**config.mk**
```make
export PLATFORM = sky130hd
export DESIGN_NAME = tga_rle_packet_decoder_unit
export DESIGN_NICKNAME = d
export VERILOG_FILES = /design/src/rtl/tga_rle_pkg.sv /design/src/rtl/tga_rle_packet_decoder_unit.sv /design/src/rtl/tga_rle_front.sv /design/src/rtl/tga_rle_queue.sv /design/src/rtl/tga_rle_back.sv
export SDC_FILE = /design/constraint.sdc
export NUM_CORES = 1
export LEC_CHECK = 0
export BUFFER_PORTS_ARGS = -buffer_cell sky130_fd_sc_hd__buf_2
export CORE_UTILIZATION = 55
export CTS_BUF_LIST = sky130_fd_sc_hd__clkbuf_4
export CTS_CLUSTER_DIAMETER = 120
export DETAILED_ROUTE_END_ITERATION = 6
export PLACE_DENSITY = 0.74
export SLEW_MARGIN = 20
export SYNTH_ARGS = -nofsm -noshare
export SYNTH_HDL_FRONTEND = slang
export SYNTH_SLANG_ARGS = --single-unit
```
**constraint.sdc**
```tcl
create_clock -name aclk -period 15.6 [get_ports aclk]
set_input_delay 1.56 -clock aclk [delete_from_list [all_inputs] [get_ports aclk]]
set_output_delay 1.56 -clock aclk [all_outputs]
set_load 0.05 [all_outputs]
```
**src/rtl/tga_rle_pkg.sv**
```systemverilog
// ----------------------------------------------------------------------------
// tga_rle_pkg
// Shared constants and types for the run-length packet decoder.
// ----------------------------------------------------------------------------
package tga_rle_pkg;

    localparam int PIXEL_COUNT_WIDTH = 24;
    localparam int CNT_W             = PIXEL_COUNT_WIDTH + 1;

    localparam int BYTE_W    = 8;
    localparam int PIXEL_W   = 32;
    localparam int GATHER_W  = 24;
    localparam int REPEAT_W  = 8;
    localparam int BPP_W     = 3;
    localparam int CFG_W     = CNT_W;
    localparam int CFG_IDX_W = 1;
    localparam int M_DATA_W  = PIXEL_W + REPEAT_W;

    localparam logic [CFG_IDX_W-1:0] REG_BYTES_PER_PIXEL = 1'd0;
    localparam logic [CFG_IDX_W-1:0] REG_IMAGE_PIXELS    = 1'd1;

    localparam logic [BPP_W-1:0] BPP_RESET    = 3'd3;
    localparam logic [CNT_W-1:0] PIXELS_RESET = CNT_W'(1);

    localparam logic [BYTE_W-1:0] RUN_THRESHOLD = 8'd128;
    localparam logic [BYTE_W-1:0] RUN_OFFSET    = 8'd127;

    typedef struct packed {
        logic [BPP_W-1:0] bytes_per_pixel;
        logic [CNT_W-1:0] image_pixels;
    } cfg_t;

    typedef struct packed {
        logic [PIXEL_W-1:0]  pixel_value;
        logic [REPEAT_W-1:0] repeat_count;
        logic                image_last;
        logic                overrun_flag;
    } pix_result_t;

endpackage

```
**src/rtl/tga_rle_packet_decoder_unit.sv**
```systemverilog
// ----------------------------------------------------------------------------
// tga_rle_packet_decoder_unit
// Run-length packet decoder: one stream byte in, one pixel result out per
// finished pixel.
// ----------------------------------------------------------------------------
// Input stream carries the packet bytes (headers and pixel bytes), one per
// transaction. Output stream carries one transaction per finished pixel:
// pixel value and repeat count in tdata, image end in tlast, clamped packet
// in tuser. Header bytes and non-final pixel bytes give no output.
// Path from the final pixel byte to m_tvalid: parser, queue, output register.
// Throughput: one byte per cycle while the queue has space; the parser does
// header decode, byte gather and pixel counting combinationally per byte.
// The user must write registers through cfg_we / cfg_index / cfg_wdata only
// while idle; the block does not enforce it. Reset: parser expects a header,
// pixel count clears, queue and output empty, bytes_per_pixel = 3,
// image_pixels = 1. Receiver stall: output register holds; the two-entry
// queue absorbs results, and s_tready drops only when the queue is full.
// ----------------------------------------------------------------------------
module tga_rle_packet_decoder_unit (
    input  logic                              aclk,
    input  logic                              aresetn,
    input  logic                              cfg_we,
    input  logic [tga_rle_pkg::CFG_IDX_W-1:0] cfg_index,
    input  logic [tga_rle_pkg::CFG_W-1:0]     cfg_wdata,
    input  logic                              s_tvalid,
    output logic                              s_tready,
    input  logic [tga_rle_pkg::BYTE_W-1:0]    s_tdata,   // [7:0] stream_byte
    output logic                              m_tvalid,
    input  logic                              m_tready,
    output logic [tga_rle_pkg::M_DATA_W-1:0]  m_tdata,   // [31:0] pixel_value,
                                                         // [39:32] repeat_count
    output logic                              m_tlast,
    output logic                              m_tuser    // [0] overrun_flag
);
    import tga_rle_pkg::*;

    cfg_t        cfg_reg, cfg_next;
    logic        q_space;
    logic        q_push;
    pix_result_t q_push_data;
    logic        q_valid;
    logic        q_pop;
    pix_result_t q_pop_data;

    always_comb begin
        cfg_next = cfg_reg;
        if (cfg_we) begin
            case (cfg_index)
                REG_BYTES_PER_PIXEL: cfg_next.bytes_per_pixel = cfg_wdata[BPP_W-1:0];
                REG_IMAGE_PIXELS:    cfg_next.image_pixels    = cfg_wdata[CNT_W-1:0];
                default:             cfg_next                 = cfg_reg;
            endcase
        end
    end

    always_ff @(posedge aclk) begin
        if (!aresetn) begin
            cfg_reg.bytes_per_pixel <= BPP_RESET;
            cfg_reg.image_pixels    <= PIXELS_RESET;
        end else begin
            cfg_reg <= cfg_next;
        end
    end

    tga_rle_front u_front (
        .aclk       (aclk),
        .aresetn    (aresetn),
        .cfg        (cfg_reg),
        .byte_valid (s_tvalid),
        .byte_ready (s_tready),
        .byte_data  (s_tdata),
        .res_space  (q_space),
        .res_push   (q_push),
        .res_data   (q_push_data)
    );

    tga_rle_queue u_queue (
        .aclk      (aclk),
        .aresetn   (aresetn),
        .push      (q_push),
        .push_data (q_push_data),
        .space     (q_space),
        .pop_valid (q_valid),
        .pop       (q_pop),
        .pop_data  (q_pop_data)
    );

    tga_rle_back u_back (
        .aclk      (aclk),
        .aresetn   (aresetn),
        .res_valid (q_valid),
        .res_pop   (q_pop),
        .res_data  (q_pop_data),
        .m_tvalid  (m_tvalid),
        .m_tready  (m_tready),
        .m_tdata   (m_tdata),
        .m_tlast   (m_tlast),
        .m_tuser   (m_tuser)
    );

endmodule

```
**src/rtl/tga_rle_front.sv**
```systemverilog
// ----------------------------------------------------------------------------
// tga_rle_front
// Packet parser: classifies header bytes, gathers pixel bytes, counts image
// pixels and issues one result per finished pixel.
// ----------------------------------------------------------------------------
module tga_rle_front (
    input  logic                           aclk,
    input  logic                           aresetn,
    input  tga_rle_pkg::cfg_t              cfg,
    input  logic                           byte_valid,
    output logic                           byte_ready,
    input  logic [tga_rle_pkg::BYTE_W-1:0] byte_data,
    input  logic                           res_space,
    output logic                           res_push,
    output tga_rle_pkg::pix_result_t       res_data
);
    import tga_rle_pkg::*;

    typedef enum logic [1:0] {
        PH_HEADER,
        PH_RAW,
        PH_RUN
    } phase_t;

    phase_t               phase_reg, phase_next;
    logic [REPEAT_W-1:0]  left_reg, left_next;
    logic [1:0]           pos_reg, pos_next;
    logic [GATHER_W-1:0]  gather_reg, gather_next;
    logic [CNT_W-1:0]     done_reg, done_next;

    logic                 take;
    logic [BPP_W-1:0]     bpp_eff;
    logic [BPP_W-1:0]     pos_inc;
    logic [PIXEL_W-1:0]   pixel;
    logic [CNT_W-1:0]     total;
    logic                 done_lt;
    logic [CNT_W-1:0]     remaining;
    logic [CNT_W-1:0]     left_ext;
    logic                 over;
    logic [CNT_W-1:0]     run_len;
    logic [REPEAT_W-1:0]  repeat_cnt;
    logic [CNT_W-1:0]     done_sum;
    logic                 last;

    assign byte_ready = res_space;
    assign take       = byte_valid && res_space;

    always_comb begin
        if (cfg.bytes_per_pixel == '0) begin
            bpp_eff = BPP_W'(1);
        end else if (cfg.bytes_per_pixel > BPP_W'(4)) begin
            bpp_eff = BPP_W'(4);
        end else begin
            bpp_eff = cfg.bytes_per_pixel;
        end
        total     = (cfg.image_pixels == '0) ? CNT_W'(1) : cfg.image_pixels;
        pos_inc   = {1'b0, pos_reg} + BPP_W'(1);
        pixel     = {{(PIXEL_W-GATHER_W){1'b0}}, gather_reg}
                  | (PIXEL_W'(byte_data) << {pos_reg, 3'b000});
        done_lt   = done_reg < total;
        remaining = done_lt ? (total - done_reg) : CNT_W'(1);
        left_ext  = CNT_W'(left_reg);
        over      = !done_lt || (left_ext > remaining);
        run_len   = (left_ext > remaining) ? remaining : left_ext;

        if (phase_reg == PH_RUN) begin
            repeat_cnt = (run_len == '0) ? REPEAT_W'(1) : run_len[REPEAT_W-1:0];
        end else begin
            repeat_cnt = REPEAT_W'(1);
        end
        done_sum = done_reg + CNT_W'(repeat_cnt);
        last     = over || (done_sum >= total);

        phase_next  = phase_reg;
        left_next   = left_reg;
        pos_next    = pos_reg;
        gather_next = gather_reg;
        done_next   = done_reg;
        res_push    = 1'b0;
        res_data.pixel_value  = pixel;
        res_data.repeat_count = repeat_cnt;
        res_data.image_last   = last;
        res_data.overrun_flag = over;

        if (take) begin
            case (phase_reg)
                PH_RAW, PH_RUN: begin
                    if (pos_inc < bpp_eff) begin
                        gather_next = pixel[GATHER_W-1:0];
                        pos_next    = pos_inc[1:0];
                    end else begin
                        res_push    = 1'b1;
                        pos_next    = '0;
                        gather_next = '0;
                        if (phase_reg == PH_RUN) begin
                            left_next = '0;
                        end else begin
                            left_next = left_reg - REPEAT_W'(1);
                        end
                        done_next = done_sum;
                        if (last) begin
                            done_next = '0;
                            left_next = '0;
                        end
                        if (left_next == '0) begin
                            phase_next = PH_HEADER;
                        end
                    end
                end
                default: begin
                    if (byte_data < RUN_THRESHOLD) begin
                        phase_next = PH_RAW;
                        left_next  = byte_data + REPEAT_W'(1);
                    end else begin
                        phase_next = PH_RUN;
                        left_next  = byte_data - RUN_OFFSET;
                    end
                    pos_next    = '0;
                    gather_next = '0;
                end
            endcase
        end
    end

    always_ff @(posedge aclk) begin
        if (!aresetn) begin
            phase_reg  <= PH_HEADER;
            left_reg   <= '0;
            pos_reg    <= '0;
            gather_reg <= '0;
            done_reg   <= '0;
        end else begin
            phase_reg  <= phase_next;
            left_reg   <= left_next;
            pos_reg    <= pos_next;
            gather_reg <= gather_next;
            done_reg   <= done_next;
        end
    end

endmodule

```
**src/rtl/tga_rle_queue.sv**
```systemverilog
// ----------------------------------------------------------------------------
// tga_rle_queue
// Two-entry result queue between the packet parser and the output stage.
// ----------------------------------------------------------------------------
module tga_rle_queue (
    input  logic                        aclk,
    input  logic                        aresetn,
    input  logic                        push,
    input  tga_rle_pkg::pix_result_t    push_data,
    output logic                        space,
    output logic                        pop_valid,
    input  logic                        pop,
    output tga_rle_pkg::pix_result_t    pop_data
);
    import tga_rle_pkg::*;

    pix_result_t entry_reg [2];
    logic        wr_ptr_reg, wr_ptr_next;
    logic        rd_ptr_reg, rd_ptr_next;
    logic [1:0]  count_reg, count_next;
    logic        do_pop;

    assign space     = count_reg != 2'd2;
    assign pop_valid = count_reg != 2'd0;
    assign pop_data  = entry_reg[rd_ptr_reg];
    assign do_pop    = pop && pop_valid;

    always_comb begin
        wr_ptr_next = wr_ptr_reg ^ push;
        rd_ptr_next = rd_ptr_reg ^ do_pop;
        count_next  = count_reg + {1'b0, push} - {1'b0, do_pop};
    end

    always_ff @(posedge aclk) begin
        if (push) begin
            entry_reg[wr_ptr_reg] <= push_data;
        end
    end

    always_ff @(posedge aclk) begin
        if (!aresetn) begin
            wr_ptr_reg <= 1'b0;
            rd_ptr_reg <= 1'b0;
            count_reg  <= '0;
        end else begin
            wr_ptr_reg <= wr_ptr_next;
            rd_ptr_reg <= rd_ptr_next;
            count_reg  <= count_next;
        end
    end

endmodule

```
**src/rtl/tga_rle_back.sv**
```systemverilog
// ----------------------------------------------------------------------------
// tga_rle_back
// Output stage: takes results from the queue and holds them on the result
// stream until the receiver accepts them.
// ----------------------------------------------------------------------------
module tga_rle_back (
    input  logic                             aclk,
    input  logic                             aresetn,
    input  logic                             res_valid,
    output logic                             res_pop,
    input  tga_rle_pkg::pix_result_t         res_data,
    output logic                             m_tvalid,
    input  logic                             m_tready,
    output logic [tga_rle_pkg::M_DATA_W-1:0] m_tdata,
    output logic                             m_tlast,
    output logic                             m_tuser
);
    import tga_rle_pkg::*;

    logic                valid_reg, valid_next;
    logic [M_DATA_W-1:0] data_reg;
    logic                last_reg;
    logic                user_reg;
    logic                load;

    assign load    = res_valid && (!valid_reg || m_tready);
    assign res_pop = load;

    always_comb begin
        valid_next = valid_reg;
        if (load) begin
            valid_next = 1'b1;
        end else if (m_tready) begin
            valid_next = 1'b0;
        end
    end

    always_ff @(posedge aclk) begin
        if (load) begin
            data_reg <= {res_data.repeat_count, res_data.pixel_value};
            last_reg <= res_data.image_last;
            user_reg <= res_data.overrun_flag;
        end
    end

    always_ff @(posedge aclk) begin
        if (!aresetn) begin
            valid_reg <= 1'b0;
        end else begin
            valid_reg <= valid_next;
        end
    end

    assign m_tvalid = valid_reg;
    assign m_tdata  = data_reg;
    assign m_tlast  = last_reg;
    assign m_tuser  = user_reg;

endmodule
```
==> flow_metrics.py <==
metrics = {
    "critical_path": {
        "cp_num_cells": 46,
        "cp.arrival_ps": 11550,
        "crit_buf_inv": 3,
        "cp.required_ps": 16210,
        "r2r_cells": 46,
        "r2r-start": "cfg_reg[20]",
        "crit_start": "cfg_reg[20]",
        "crit_path_start_kind": "register",
        "cp-end-kind": "register",
        "path_class": "register to register",
        "cp_max_fo": 22,
        "cp_slowest_cell": "a21oi_4",
        "cpLargestDelayFamily": "simple AND/OR/NAND/NOR gates",
        "max_stage_delay_ps": 510,
    },
    "synth": {
        "yosysTopAreaCell": "edfxtp_1",
        "yosys-top-cells-area": "edfxtp_1 (32%), dfxtp_1 (16%), ha_1 (8.2%), mux2_2 (4.1%), nand2_1 (3.9%)",
        "synth_most_common_cell": "edfxtp_1",
        "synth_top_cells_by_count": "edfxtp_1 (126), nand2_1 (122), dfxtp_1 (94), a21oi_1 (80), ha_1 (78)",
        "synth_top_area_frac": 0.3183,
        "synth-seq-cells": 220,
        "synth_edf_count": 126,
        "netlist_area_mm2": 0.01189,
        "synth_cell_types": 81,
        "synth-async-reset-ratio": 0,
        "synth_ff_type": "edfxtp_1",
        "ys_warn_count": 0,
        "synth_cells": 1178,
        "ys_seq_area_frac": 0.4766,
        "syn_avg_cell_area_um2": 10.09,
        "synthesis.nets": 1297,
    },
    "global_routing": {
        "antenna_found_initial": 1,
        "gr-total-overflow": 0,
        "grt_pass1_wl_um": 45630,
        "grt_usage": 0.2628,
        "grt_pass1_vias": 8820,
        "grt_max_degree": 44,
    },
    "pwr": {
        "irDropWorstVdd_mv": 0.07211,
        "p_per_area_mw_per_mm2": 148.9,
        "leakage_uw": 0.005305,
    },
    "die": {
        "num_io_pins": 83,
        "die_area_mm2": 0.02220,
        "start_util": 0.5637,
        "die_x_um": 149.0,
        "rows": 53,
        "core_area_mm2": 0.02109,
        "die_y_um": 149.0,
    },
    "sta": {
        "fin_crit_sh": 0.7009,
        "finalHoldViolations": 0,
        "rsz0062_at_grt": "false",
        "finalSetupViolCount": 0,
        "finClkSkew_ps": 83.62,
        "finalMaxSlewViolations": 0,
        "slew_headroom": 0.3188,
        "worstMarginPinSlew_ps": 1021,
        "max_freq_mhz": 91.46,
        "fin_tns_setup_ps": 0,
        "period_needed_ps": 10930,
    },
    "drt": {
        "ant_nets": 0,
        "firstDrtPassIters": 6,
        "routedWlPerCell_um": 18.26,
        "drc": 0,
        "wirelength_um": 28650,
        "via_per_inst": 5.902,
        "dr.first_iter.drc_count": 682,
        "vias": 9261,
    },
    "cts": {
        "root_buffer": "clkbuf_4",
        "cts.path.max_buffers": 3,
        "clkSlewWorstSetupHoldPaths_ps": 80,
        "hold_buffers": 0,
        "cts_resized": 0,
        "postCtsSetupBuffers": 0,
        "cts.sinks": 220,
        "cts_buffers": 54,
        "cts_max_level": 2,
        "clk_latency_ps": 710,
        "cts_tree": "built",
    },
    "finish": {
        "layout-drive-gt1-share": 0.1949,
        "largest_reg_flops": 84,
        "fin_util": 0.6201,
        "n_fill_cell": 1775,
        "nNetsFinal": 1371,
        "syn_to_final_growth_pct": 10.01,
    },
    "placed_design": {
        "dp_hpwl_um": 20210,
        "gp_congestion": 0.9576,
        "place.port_buffers": 82,
    },
    "hold_path": {
        "holdPathStages": 2,
        "min-delay-start": "u_front.phase_reg[1]",
        "hp-class": "register to register",
    },
    "outcome": {
        "outcome": "finished, final reports clean",
    },
    "run": {
        "cap_violations": 0,
    },
}
==> tightest hold or removal path: stages, from the launching register on <==
cell	delay (ps)
dfxtp_1	320
o21ai_0	70
nand2_1	50
==> placed cells by master (no fill, tap or decap), types with 5 or more instances in the layout <==
master      n
dfxtp_1    93
nand2b_1    6
nor3_1     14
buf_2      82
nand2_1   121
xor2_1      9
clkinv_1   17
and3_1     21
or3_1       7
mux2_2     43
a21oi_1    80
nor2_1     70
a31o_2      9
a211o_1     5
nor2b_1     8
mux2i_1     5
nor4_1     14
xnor2_1    39
inv_1      77
o21ai_1     6
edfxtp_1  126
nand4_1    16
ha_1       76
a31oi_1     7
o21ai_0    54
o21bai_1    5
buf_4       5
and4_1      9
a21o_1     42
a22o_1     10
and2_1      7
clkbuf_4   75
o21a_1      8
or4_1       8
o211ai_1   11
o22ai_1     6
nand3_1    26
==> metal layers <==
metal | part of all wire | wire length (um) | vias up | GRT usage
met5 | 0 | 0 | - | 0
met4 | 0.026 | 737 | 0 | 0.09235
met3 | 0.066 | 1898 | 59 | 0.05046
met2 | 0.47 | 13470 | 334 | 0.4212
met1 | 0.44 | 12540 | 4417 | 0.3554
li1 | - | - | 4451 | -
==> final timing paths <==
kind	end	slack (ps)
min reg2reg	u_front.phase_reg[1]	480
min	u_front.phase_reg[1]	480
max	u_front.done_reg[21]	4670
max reg2reg	u_front.done_reg[21]	4670
==> layout make-up <==
type | count | area (um^2) | area share
Antenna cell | 1 | 2.502 | 0.0001914
Clock inverter | 22 | 107.6 | 0.008229
Multi-Input combinational cell | 811 | 5652 | 0.4322
Timing Repair Buffer | 87 | 447.9 | 0.03426
Inverter | 78 | 292.8 | 0.02239
Clock buffer | 75 | 563.0 | 0.04306
Tap cell | 275 | 344.1 | 0.02631
Sequential cell | 220 | 5667 | 0.4334
==> power by group <==
part	internal (uW)	switching [uW]	total, uW
clock network	226	236	462
logic	215	496	711
registers	730	44.5	774
total	1170	776	1950
==> kinds of logic after synthesis <==
| kind of cell | count (synthesis) | synth area share |
|---|---|---|
| simple gates | 354 | 0.1496 |
| compound gates | 281 | 0.1586 |
| flops | 220 | 0.4766 |
| buf+inv | 147 | 0.04937 |
| fa+ha+maj | 80 | 0.08547 |
| xor+xnor | 48 | 0.03537 |
| mux | 48 | 0.04495 |
==> stage by stage <==
step | instance area, um^2 | std cells | power (uW) | worst slack, ps | hold WS (ps)
2_1_floorplan | 11890 | 1178 | 1329 | 6549 | 438.0
3_3_place_gp | 12400 | 1471 | 1475 | 5355 | 450.3
3_5_place_dp | 12400 | 1471 | 1488 | 4988 | 467.2
4_1_cts | 13070 | 1568 | 1952 | 4907 | 476.5
5_1_grt | 13080 | 1569 | 2049 | 3890 | 520.7
6_report | 13080 | 1569 | 1947 | 4666 | 476.3
Note: power is estimated with default switching activity, not from simulation.
